==> src/hdl/sm3_pkg.sv <==
`timescale 1ns / 1ps
`default_nettype none
// ----------------------------------------------------------------------------
// SM3 package
// Shared types, constants and helper functions for the SM3 hash engine.
// ----------------------------------------------------------------------------
package sm3_pkg;

  localparam logic [31:0] T_LOW    = 32'h79CC4519;
  localparam logic [31:0] T_HIGH   = 32'h7A879D8A;
  // T_HIGH rotated left by 16, the constant used in round 16
  localparam logic [31:0] T_HIGH16 = {T_HIGH[15:0], T_HIGH[31:16]};
  localparam logic [31:0] PAD_WORD = 32'h80000000;

  localparam logic [31:0] SM3_IV [8] = '{
    32'h7380166F, 32'h4914B2B9, 32'h172442D7, 32'hDA8A0600,
    32'hA96F30BC, 32'h163138AA, 32'hE38DEE4D, 32'hB0FB0E4E
  };

  localparam logic [3:0] LEN_POS = 4'd14;

  typedef enum logic [1:0] {
    F_DATA,
    F_MARK,
    F_ZERO,
    F_LEN
  } front_state_t;

  typedef enum logic [1:0] {
    B_LOAD,
    B_RUN,
    B_OUT
  } back_state_t;

  // one block word handed from front to back
  typedef struct packed {
    logic        last_blk;
    logic [31:0] data;
  } sm3_word_t;

  typedef struct packed {
    logic full;
    logic empty;
  } fifo_stat_t;

  function automatic logic [31:0] rotl32(input logic [31:0] x, input int n);
    rotl32 = (x << n) | (x >> (32 - n));
  endfunction

  function automatic logic [31:0] perm0(input logic [31:0] x);
    perm0 = x ^ rotl32(x, 9) ^ rotl32(x, 17);
  endfunction

  function automatic logic [31:0] perm1(input logic [31:0] x);
    perm1 = x ^ rotl32(x, 15) ^ rotl32(x, 23);
  endfunction

endpackage
`default_nettype wire

==> src/hdl/sm3_ifs.sv <==
`timescale 1ns / 1ps
`default_nettype none
// ----------------------------------------------------------------------------
// SM3 channel interfaces
// Valid/ready channels for message words and digest words.
// ----------------------------------------------------------------------------
interface sm3_in_if;
  logic        valid;
  logic        ready;
  logic [31:0] msg_word;
  logic [2:0]  valid_bytes;
  logic        end_of_message;

  modport source (output valid, msg_word, valid_bytes, end_of_message, input ready);
  modport sink   (input valid, msg_word, valid_bytes, end_of_message, output ready);
endinterface

interface sm3_out_if;
  logic        valid;
  logic        ready;
  logic [31:0] digest_word;
  logic [2:0]  digest_index;
  logic        digest_done;

  modport source (output valid, digest_word, digest_index, digest_done, input ready);
  modport sink   (input valid, digest_word, digest_index, digest_done, output ready);
endinterface
`default_nettype wire

==> src/hdl/sm3_front.sv <==
`timescale 1ns / 1ps
`default_nettype none
// ----------------------------------------------------------------------------
// SM3 front end
// Takes message words, counts bytes and appends padding and bit length.
// ----------------------------------------------------------------------------
module sm3_front
  import sm3_pkg::*;
(
  input  wire logic       clk,
  input  wire logic       rst_n,
  sm3_in_if.sink          in_ch,
  input  wire fifo_stat_t stat,
  output logic            push,
  output sm3_word_t       push_word
);

  front_state_t state_r, state_nxt;
  logic [3:0]   pos_r, pos_nxt;
  logic [60:0]  total_r, total_nxt;
  logic [60:0]  len_r, len_nxt;
  logic [2:0]   nbytes;
  logic [31:0]  keep_mask, pad_bits;

  // clamp byte count of a final word
  assign nbytes = (in_ch.valid_bytes > 3'd4) ? 3'd4 : in_ch.valid_bytes;

  always_comb begin
    unique case (nbytes)
      3'd0:    begin keep_mask = 32'h00000000; pad_bits = 32'h80000000; end
      3'd1:    begin keep_mask = 32'hFF000000; pad_bits = 32'h00800000; end
      3'd2:    begin keep_mask = 32'hFFFF0000; pad_bits = 32'h00008000; end
      3'd3:    begin keep_mask = 32'hFFFFFF00; pad_bits = 32'h00000080; end
      default: begin keep_mask = 32'hFFFFFFFF; pad_bits = 32'h00000000; end
    endcase
  end

  always_comb begin
    state_nxt          = state_r;
    pos_nxt            = pos_r;
    total_nxt          = total_r;
    len_nxt            = len_r;
    push               = 1'b0;
    push_word.last_blk = 1'b0;
    push_word.data     = '0;
    in_ch.ready        = 1'b0;
    unique case (state_r)
      F_DATA: begin
        in_ch.ready = !stat.full;
        if (in_ch.valid && !stat.full) begin
          push = 1'b1;
          if (!in_ch.end_of_message) begin
            push_word.data = in_ch.msg_word;
            total_nxt      = total_r + 61'd4;
          end else if (nbytes == 3'd4) begin
            push_word.data = in_ch.msg_word;
            len_nxt        = total_r + 61'd4;
            total_nxt      = '0;
            state_nxt      = F_MARK;
          end else begin
            push_word.data = (in_ch.msg_word & keep_mask) | pad_bits;
            len_nxt        = total_r + {58'd0, nbytes};
            total_nxt      = '0;
            state_nxt      = F_ZERO;
          end
        end
      end
      F_MARK: begin
        if (!stat.full) begin
          push           = 1'b1;
          push_word.data = PAD_WORD;
          state_nxt      = F_ZERO;
        end
      end
      F_ZERO: begin
        if (!stat.full) begin
          push = 1'b1;
          if (pos_r == LEN_POS) begin
            push_word.data = len_r[60:29];
            state_nxt      = F_LEN;
          end
        end
      end
      F_LEN: begin
        if (!stat.full) begin
          push               = 1'b1;
          push_word.data     = {len_r[28:0], 3'b000};
          push_word.last_blk = 1'b1;
          state_nxt          = F_DATA;
        end
      end
      default: state_nxt = F_DATA;
    endcase
    if (push) pos_nxt = pos_r + 4'd1;
  end

  always_ff @(posedge clk) begin
    if (!rst_n) begin
      state_r <= F_DATA;
      pos_r   <= '0;
      total_r <= '0;
    end else begin
      state_r <= state_nxt;
      pos_r   <= pos_nxt;
      total_r <= total_nxt;
    end
    len_r <= len_nxt;
  end

endmodule
`default_nettype wire

==> src/hdl/sm3_fifo.sv <==
`timescale 1ns / 1ps
`default_nettype none
// ----------------------------------------------------------------------------
// SM3 word queue
// Short register queue of block words between front and back.
// ----------------------------------------------------------------------------
module sm3_fifo
  import sm3_pkg::*;
#(
  parameter int Depth = 4
) (
  input  wire logic      clk,
  input  wire logic      rst_n,
  input  wire logic      push,
  input  wire sm3_word_t push_word,
  input  wire logic      pop,
  output sm3_word_t      pop_word,
  output fifo_stat_t     stat
);

  localparam int PtrW = (Depth > 1) ? $clog2(Depth) : 1;
  localparam int CntW = $clog2(Depth + 1);

  sm3_word_t       mem [Depth];
  logic [PtrW-1:0] wr_r, rd_r;
  logic [CntW-1:0] cnt_r;

  assign stat.full  = (cnt_r == CntW'(Depth));
  assign stat.empty = (cnt_r == '0);
  assign pop_word   = mem[rd_r];

  function automatic logic [PtrW-1:0] bump(input logic [PtrW-1:0] p);
    bump = (p == PtrW'(Depth - 1)) ? '0 : p + PtrW'(1);
  endfunction

  always_ff @(posedge clk) begin
    if (push) mem[wr_r] <= push_word;
    if (!rst_n) begin
      wr_r  <= '0;
      rd_r  <= '0;
      cnt_r <= '0;
    end else begin
      if (push) wr_r <= bump(wr_r);
      if (pop)  rd_r <= bump(rd_r);
      if (push && !pop)      cnt_r <= cnt_r + CntW'(1);
      else if (pop && !push) cnt_r <= cnt_r - CntW'(1);
    end
  end

endmodule
`default_nettype wire

==> src/hdl/sm3_core.sv <==
`timescale 1ns / 1ps
`default_nettype none
// ----------------------------------------------------------------------------
// SM3 compression core
// Loads block words, runs 64 rounds one per cycle, sends out the digest.
// ----------------------------------------------------------------------------
module sm3_core
  import sm3_pkg::*;
(
  input  wire logic       clk,
  input  wire logic       rst_n,
  input  wire fifo_stat_t stat,
  input  wire sm3_word_t  pop_word,
  output logic            pop,
  sm3_out_if.source       out_ch
);

  back_state_t state_r, state_nxt;
  logic [31:0] w_r    [16];
  logic [31:0] work_r [8];
  logic [31:0] cv_r   [8];
  logic [5:0]  rnd_r;
  logic [3:0]  cnt_r;
  logic [2:0]  idx_r;
  logic        blk_last_r;
  logic [31:0] t_r;

  logic [31:0] a12, ss1, ss2, ff, gg, tt1, tt2, w_new;
  logic        load_done, run_done, out_take;

  // round datapath
  always_comb begin
    a12 = rotl32(work_r[0], 12);
    ss1 = rotl32(a12 + work_r[4] + t_r, 7);
    ss2 = ss1 ^ a12;
    if (rnd_r < 6'd16) begin
      ff = work_r[0] ^ work_r[1] ^ work_r[2];
      gg = work_r[4] ^ work_r[5] ^ work_r[6];
    end else begin
      ff = (work_r[0] & work_r[1]) | (work_r[0] & work_r[2]) | (work_r[1] & work_r[2]);
      gg = (work_r[4] & work_r[5]) | (~work_r[4] & work_r[6]);
    end
    tt1   = ff + work_r[3] + ss2 + (w_r[0] ^ w_r[4]);
    tt2   = gg + work_r[7] + ss1 + w_r[0];
    w_new = perm1(w_r[0] ^ w_r[7] ^ rotl32(w_r[13], 15)) ^ rotl32(w_r[3], 7) ^ w_r[10];
  end

  always_comb begin
    state_nxt           = state_r;
    pop                 = 1'b0;
    out_ch.valid        = 1'b0;
    out_ch.digest_word  = cv_r[idx_r];
    out_ch.digest_index = idx_r;
    out_ch.digest_done  = (idx_r == 3'd7);
    load_done           = 1'b0;
    run_done            = 1'b0;
    out_take            = 1'b0;
    unique case (state_r)
      B_LOAD: begin
        pop = !stat.empty;
        if (pop && cnt_r == 4'd15) begin
          load_done = 1'b1;
          state_nxt = B_RUN;
        end
      end
      B_RUN: begin
        if (rnd_r == 6'd63) begin
          run_done  = 1'b1;
          state_nxt = blk_last_r ? B_OUT : B_LOAD;
        end
      end
      B_OUT: begin
        out_ch.valid = 1'b1;
        out_take     = out_ch.ready;
        if (out_take && idx_r == 3'd7) state_nxt = B_LOAD;
      end
      default: state_nxt = B_LOAD;
    endcase
  end

  always_ff @(posedge clk) begin
    if (!rst_n) begin
      state_r <= B_LOAD;
      cnt_r   <= '0;
      rnd_r   <= '0;
      idx_r   <= '0;
      for (int i = 0; i < 8; i++) begin
        cv_r[i]   <= SM3_IV[i];
        work_r[i] <= '0;
      end
    end else begin
      state_r <= state_nxt;
      if (pop) begin
        cnt_r <= cnt_r + 4'd1;
        for (int i = 0; i < 15; i++) w_r[i] <= w_r[i+1];
        w_r[15] <= pop_word.data;
        if (cnt_r == 4'd15) blk_last_r <= pop_word.last_blk;
      end
      if (load_done) begin
        rnd_r <= '0;
        t_r   <= T_LOW;
        for (int i = 0; i < 8; i++) work_r[i] <= cv_r[i];
      end
      if (state_r == B_RUN) begin
        rnd_r <= rnd_r + 6'd1;
        t_r   <= (rnd_r == 6'd15) ? T_HIGH16 : rotl32(t_r, 1);
        for (int i = 0; i < 15; i++) w_r[i] <= w_r[i+1];
        w_r[15]   <= w_new;
        work_r[0] <= tt1;
        work_r[1] <= work_r[0];
        work_r[2] <= rotl32(work_r[1], 9);
        work_r[3] <= work_r[2];
        work_r[4] <= perm0(tt2);
        work_r[5] <= work_r[4];
        work_r[6] <= rotl32(work_r[5], 19);
        work_r[7] <= work_r[6];
      end
      if (run_done) begin
        idx_r   <= '0;
        cv_r[0] <= cv_r[0] ^ tt1;
        cv_r[1] <= cv_r[1] ^ work_r[0];
        cv_r[2] <= cv_r[2] ^ rotl32(work_r[1], 9);
        cv_r[3] <= cv_r[3] ^ work_r[2];
        cv_r[4] <= cv_r[4] ^ perm0(tt2);
        cv_r[5] <= cv_r[5] ^ work_r[4];
        cv_r[6] <= cv_r[6] ^ rotl32(work_r[5], 19);
        cv_r[7] <= cv_r[7] ^ work_r[6];
      end
      if (out_take) begin
        idx_r <= idx_r + 3'd1;
        // back to the IV once the last digest word leaves
        if (idx_r == 3'd7) begin
          for (int i = 0; i < 8; i++) cv_r[i] <= SM3_IV[i];
        end
      end
    end
  end

endmodule
`default_nettype wire

==> src/hdl/sm3_hash_engine.sv <==
`timescale 1ns / 1ps
`default_nettype none
// ----------------------------------------------------------------------------
// SM3 hash engine
// 256-bit SM3 digest of a message streamed as big-endian 32-bit words.
// ----------------------------------------------------------------------------
// Feed the message as big-endian words on in_ch, first byte in bits 31:24;
// every word but the last counts as four bytes, and the word flagged
// end_of_message carries 0 to 4 valid bytes. The engine pads the message,
// appends the 64-bit bit length and returns the digest as eight words on
// out_ch, index 0 first, with digest_done on index 7; then it starts over
// from the IV for the next message. The back end runs one compression round
// per cycle: each 64-byte block is loaded as sixteen words into the
// expansion window, then the 64 rounds run, and a message end adds the
// padding blocks and the eight digest words. The front end keeps taking
// words into a short queue while the core is busy, until the queue is full.
module sm3_hash_engine
  import sm3_pkg::*;
#(
  parameter int FifoDepth = 4
) (
  input  wire logic clk,
  input  wire logic rst_n,
  sm3_in_if.sink    in_ch,
  sm3_out_if.source out_ch
);

  // front to queue
  logic       push;
  sm3_word_t  push_word;
  // queue to core
  logic       pop;
  sm3_word_t  pop_word;
  fifo_stat_t stat;

  // accept words, append padding and length
  sm3_front u_front (
    .clk       (clk),
    .rst_n     (rst_n),
    .in_ch     (in_ch),
    .stat      (stat),
    .push      (push),
    .push_word (push_word)
  );

  // decouple front and core
  sm3_fifo #(.Depth(FifoDepth)) u_fifo (
    .clk       (clk),
    .rst_n     (rst_n),
    .push      (push),
    .push_word (push_word),
    .pop       (pop),
    .pop_word  (pop_word),
    .stat      (stat)
  );

  // compress blocks and send the digest
  sm3_core u_core (
    .clk      (clk),
    .rst_n    (rst_n),
    .stat     (stat),
    .pop_word (pop_word),
    .pop      (pop),
    .out_ch   (out_ch)
  );

  // never write a full queue
  a_no_push_full: assert property (@(posedge clk) disable iff (!rst_n)
    push |-> !stat.full) else $error("push into full word queue");

  // never read an empty queue
  a_no_pop_empty: assert property (@(posedge clk) disable iff (!rst_n)
    pop |-> !stat.empty) else $error("pop from empty word queue");

  // done flag marks exactly the last digest word
  a_done_idx: assert property (@(posedge clk) disable iff (!rst_n)
    out_ch.valid |-> (out_ch.digest_done == (out_ch.digest_index == 3'd7)))
    else $error("digest_done out of step with digest_index");

endmodule
`default_nettype wire
==> src/flat_wrapper.sv <==
// flat-port wrapper written by rule: the top's interface ports become plain ports
module sm3_hash_engine_flat import sm3_pkg::*;
#(
  parameter int FifoDepth = 4
)
  (clk, rst_n, in_ch_valid, in_ch_msg_word, in_ch_valid_bytes, in_ch_end_of_message, in_ch_ready, out_ch_valid, out_ch_digest_word, out_ch_digest_index, out_ch_digest_done, out_ch_ready);
  sm3_in_if in_ch_i ();
  sm3_out_if out_ch_i ();
  input  wire logic clk;
  input  wire logic rst_n;
  input wire logic [$bits(in_ch_i.valid)-1:0] in_ch_valid;
  input wire logic [$bits(in_ch_i.msg_word)-1:0] in_ch_msg_word;
  input wire logic [$bits(in_ch_i.valid_bytes)-1:0] in_ch_valid_bytes;
  input wire logic [$bits(in_ch_i.end_of_message)-1:0] in_ch_end_of_message;
  output wire logic [$bits(in_ch_i.ready)-1:0] in_ch_ready;
  output wire logic [$bits(out_ch_i.valid)-1:0] out_ch_valid;
  output wire logic [$bits(out_ch_i.digest_word)-1:0] out_ch_digest_word;
  output wire logic [$bits(out_ch_i.digest_index)-1:0] out_ch_digest_index;
  output wire logic [$bits(out_ch_i.digest_done)-1:0] out_ch_digest_done;
  input wire logic [$bits(out_ch_i.ready)-1:0] out_ch_ready;
  assign in_ch_i.valid = in_ch_valid;
  assign in_ch_i.msg_word = in_ch_msg_word;
  assign in_ch_i.valid_bytes = in_ch_valid_bytes;
  assign in_ch_i.end_of_message = in_ch_end_of_message;
  assign in_ch_ready = in_ch_i.ready;
  assign out_ch_valid = out_ch_i.valid;
  assign out_ch_digest_word = out_ch_i.digest_word;
  assign out_ch_digest_index = out_ch_i.digest_index;
  assign out_ch_digest_done = out_ch_i.digest_done;
  assign out_ch_i.ready = out_ch_ready;
  sm3_hash_engine #(.FifoDepth(FifoDepth)) u_core (.clk(clk), .rst_n(rst_n), .in_ch(in_ch_i), .out_ch(out_ch_i));
endmodule
==> config.mk <==
export PLATFORM = sky130hd
export DESIGN_NAME = sm3_hash_engine_flat
export DESIGN_NICKNAME = d
export VERILOG_FILES = /design/src/hdl/sm3_pkg.sv /design/src/hdl/sm3_ifs.sv /design/src/hdl/sm3_front.sv /design/src/hdl/sm3_fifo.sv /design/src/hdl/sm3_core.sv /design/src/hdl/sm3_hash_engine.sv /design/src/flat_wrapper.sv
export SDC_FILE = /design/constraint.sdc
export NUM_CORES = 2
export LEC_CHECK = 0
export ABC_AREA = 1
export BUFFER_PORTS_ARGS = -buffer_cell sky130_fd_sc_hd__buf_2
export CORE_MARGIN = 2
export CORE_UTILIZATION = 35
export CTS_BUF_LIST = sky130_fd_sc_hd__clkbuf_2 sky130_fd_sc_hd__clkbuf_4 sky130_fd_sc_hd__clkbuf_8
export DETAILED_ROUTE_END_ITERATION = 7
export GPL_TIMING_DRIVEN = 0
export PLACE_DENSITY = 0.51
export SLEW_MARGIN = 20
export SYNTH_ARGS = -nofsm -noshare
export SYNTH_HDL_FRONTEND = slang
export SYNTH_SLANG_ARGS = --single-unit
export TNS_END_PERCENT = 5
==> constraint.sdc <==
create_clock -name clk -period 15.3 [get_ports clk]
set_input_delay 3.06 -clock clk [delete_from_list [all_inputs] [get_ports clk]]
set_output_delay 3.06 -clock clk [all_outputs]
set_load 0.05 [all_outputs]
==> flow_summary.toml <==
[run_status]
status = "completed"

[hold_path]
whs_path_depth = 0
hp-start = "u_core.u_core.w_r[1][151]"
worstHoldEndpoint = "u_core.u_core.w_r[1][119]"
min_path_type = "reg2reg"

[pwr]
switching_share_pct = 44.8
p_per_area_nw_per_um2 = 204
vdd_ir_drop_max_mv = 0.186
p_clk_share_pct = 22.5
p_comb_share_pct = 45.2
switching_power_w = 0.00720
p_seq_share_pct = 32.3
p_leak_nw = 29.7
internal_power_w = 0.00888

[synthesis]
avgSynthCellArea_um2 = 10.1
syn-num-nets = 7219
synth_edf_count = 1122
synthArstFlopShare_pct = 0
ys_seq_area_share_pct = 55.0
synth_cell_types = 60
synthCells = 6879
syn_area_um2 = 69300
ys_warn_count = 0
synth.ff_latch_count = 1342
synth_ff_type = "edfxtp_1"

[critical_path]
r2r_slack_ns = 7.34
r2r_start = "u_core.u_core.work_r[0][21]"
critical_path_class = "reg2out"
cp_max_fo = 10
endpoint_kind = "output pin"
worstPathArrival_ns = 5.28
r2r_end = "u_core.u_core.work_r[1][16]"
cp.required_ns = 12.24
cp-start-kind = "register"
r2r.worst_path.cells = 28

[final_layout]
fin_util_pct = 40.0
nets = 7555
fin_cells = 10100
fillers = 19600
area_growth_pct = 13.6
drive_gt1_share_pct = 8.79

[cts]
cts_inserted_buffers = 236
cts_tree = "built"
post-cts-setup-buffer-count = 0
clock-root-buffer = "clkbuf_8"
cts_hold_buf = 0
clockBufferDepth = 3
ctsResizeCount = 0
cts.clk_slew.worst_paths_ns = 0.06
htree_levels = 4
clk_latency_ns = 1.08
numClockSinks = 1342

[timing]
finalSetupViolations = 0
rsz0062_at_grt = "no"
hold_violations = 0
max_freq_ghz = 0.120
slew_viol_final = 0
slew_headroom_pct = 20.3
fin_crit_sh_pct = 54.5
tightest_slew_ns = 1.18
clock_skew_ns = 0.0988
fin_crit_ns = 8.34
fin_tns_setup_ns = 0

[run]
maxCapViolCount = 0

[drt]
num_vias = 53200
drc = 0
routed_via_density = 5.29
detail_route.first_pass.iterations = 8
wl_per_cell_um = 28.0
drtIter0Drc = 5742
drt-total-wl_um = 282000
antenna_left = 0

[grt]
overflow = 0
grt_max_degree = 106
grt_pass1_vias = 51100
grt_pass1_wl_um = 388000
antenna_found_initial = 10
track_usage_pct = 27.3

[die]
die_h_um = 449
die_x_um = 449
die-area_um2 = 202000
rows = 163
core_area_um2 = 197000
start_util_pct = 35.2
io_pins = 78

[placed_design]
routabilityCongestion = 0.984
place_inst = 9617
dpl.hpwl_um = 220000
portBuffers = 77
-- cells in the final DEF (no fill, tap or decap), drive strengths merged, types with 4 or more instances in the layout --
cell type and count:
a221oi 4, o21ai 533, a32o 6, nand3 396
o21bai 9, bufinv 11, a211oi 6, clkinv 103
dfxtp 220, a31oi 82, nand4 87, xor2 296
a21oi 407, a21boi 4, inv 748, diode 7
o31ai 34, ha 111, o22ai 139, nor4 39
fa 189, edfxtp 1122, clkbuf 543, xnor2 263
mux2i 19, buf 160, o21a 8, nand3b 4
nand2 1184, nor3 98, nor2 527, a21o 8
or2 41
-- worst max-delay path, stage by stage (launching register included) --
cell and delay [ns]:
dfxtp_1 0.29, clkbuf_1 0.45, clkinv_1 0.43, clkbuf_1 0.66
clkbuf_1 0.61, nor2_1 0.07, o21ai_0 0.70, nor2_1 0.32
a31oi_1 0.33, buf_2 0.33
-- routing by layer --
layer | vias up | GRT usage (%) | part of all wire [%]
li1 | 24200 | - | -
met1 | 26200 | 35.3 | 41
met2 | 2285 | 43.7 | 46
met3 | 559 | 3.74 | 6.1
met4 | 6 | 15.8 | 6.6
met5 | - | 0 | 0.012
-- power groups by stage --
| stage | registers, W | clock network, W | logic (W) |
|---|---|---|---|
| floorplan | 0.00523 | 0 | 0.00467 |
| global placement | 0.00546 | 0 | 0.00711 |
| detailed placement | 0.00527 | 0 | 0.00720 |
| CTS | 0.00520 | 0.00370 | 0.00725 |
| global route | 0.00525 | 0.00384 | 0.00801 |
| finish | 0.00520 | 0.00362 | 0.00727 |
-- sequential cells by signal, indices dropped and copies added (netlist names), 3 cells and up, named ones only --
signal / cells
u_core.u_core.rnd_r: 6
u_core.u_front.len_r: 61
u_core.u_core.work_r: 256
u_core.u_fifo.mem: 132
u_core.u_core.cv_r: 256
u_core.u_core.w_r: 512
u_core.u_core.cnt_r: 4
u_core.u_core.out_ch.digest_index: 3
u_core.u_core.t_r: 32
u_core.u_front.pos_r: 4
u_core.u_front.total_r: 59
u_core.u_fifo.cnt_r: 3
-- cell usage after synthesis (4+ instances only) --
library cell     n  area, µm²
nand2_1       1175       4410
edfxtp_1      1122      33700
inv_1          715       2680
o21ai_0        526       2630
nor2_1         505       1900
a21oi_1        405       2030
nand3_1        395       1980
xor2_1         296       2590
xnor2_1        263       2300
dfxtp_1        220       4400
clkbuf_1       213        800
fa_1           189       3780
o22ai_1        139        870
ha_1           111       1390
nor3_1          88        440
nand4_1         84        526
a31oi_1         82        513
nor4_1          37        231
buf_1           35        131
o31ai_1         34        255
or2_2           33        206
buf_2           27        135
inv_2           26       97.6
mux2i_1         19        190
nor2_2          12       75.1
nor2_4          10        113
o21bai_1         9       67.6
a21o_1           8       60.1
nand2_2          8       50.1
nor3_2           8       80.1
o21a_1           8       60.1
or2_1            8       50.1
a211oi_1         6       45.0
a32o_1           6       60.1
clkbuf_2         6       30.0
clkinv_1         6       22.5
o21ai_1          6       30.0
a221oi_1         4       35.0
nand3b_1         4       30.0
-- cell families (layout without fill, tap and decap cells) --
| logic type | after synthesis | count (layout) | synth area share, % |
|---|---|---|---|
| simple gates | 2379 | 2379 | 14.8 |
| flops | 1342 | 1342 | 55.0 |
| compound gates | 1251 | 1251 | 9.82 |
| buf+inv | 1028 | 1567 | 5.63 |
| xor+xnor | 559 | 559 | 7.06 |
| fa+ha+maj | 300 | 300 | 7.46 |
| mux | 19 | 19 | 0.274 |
| other cells | 1 | 8 | 0.00541 |
-- worst max-delay path by stage --
stage / end / slack [ns] / cells past startpoint
finish: out_ch_digest_word[17] / 6.96 / 9
floorplan: u_core.u_core.w_r[0][0] / 4.48 / 7
detailed placement: u_core.u_core.cv_r[0][18] / 7.55 / 31
global route: out_ch_digest_word[20] / 6.89 / 9
global placement: u_core.u_core.w_r[1][180] / 0.31 / 8
CTS: out_ch_digest_word[20] / 7.03 / 9
-- per-stage QoR --
step / worst slack (ns) / total power [W] / cell area (µm²) / hold slack, ns
after global routing: 6.89 / 0.0171 / 78700 / 0.375
after CTS: 7.03 / 0.0161 / 78700 / 0.366
after detailed placement: 7.55 / 0.0125 / 73600 / 0.405
final: 6.96 / 0.0161 / 78800 / 0.371
after floorplan: 4.48 / 0.00990 / 69300 / 0.400
after global placement: 0.308 / 0.0126 / 73000 / 0.400
-- final cells by class --
class | count | area, µm² | share of cell area [%]
sequential | 1342 | 38100 | 48.4
tap | 2640 | 3300 | 4.19
clock inverter | 117 | 1100 | 1.40
clock buffer | 324 | 4020 | 5.11
inverter | 747 | 2800 | 3.56
buffer | 281 | 1100 | 1.40
antenna | 7 | 17.5 | 0.0222
multi-input combinational | 4509 | 27400 | 34.8
timing repair buffer | 98 | 913 | 1.16
No activity file was read; power rests on OpenSTA's default activity.
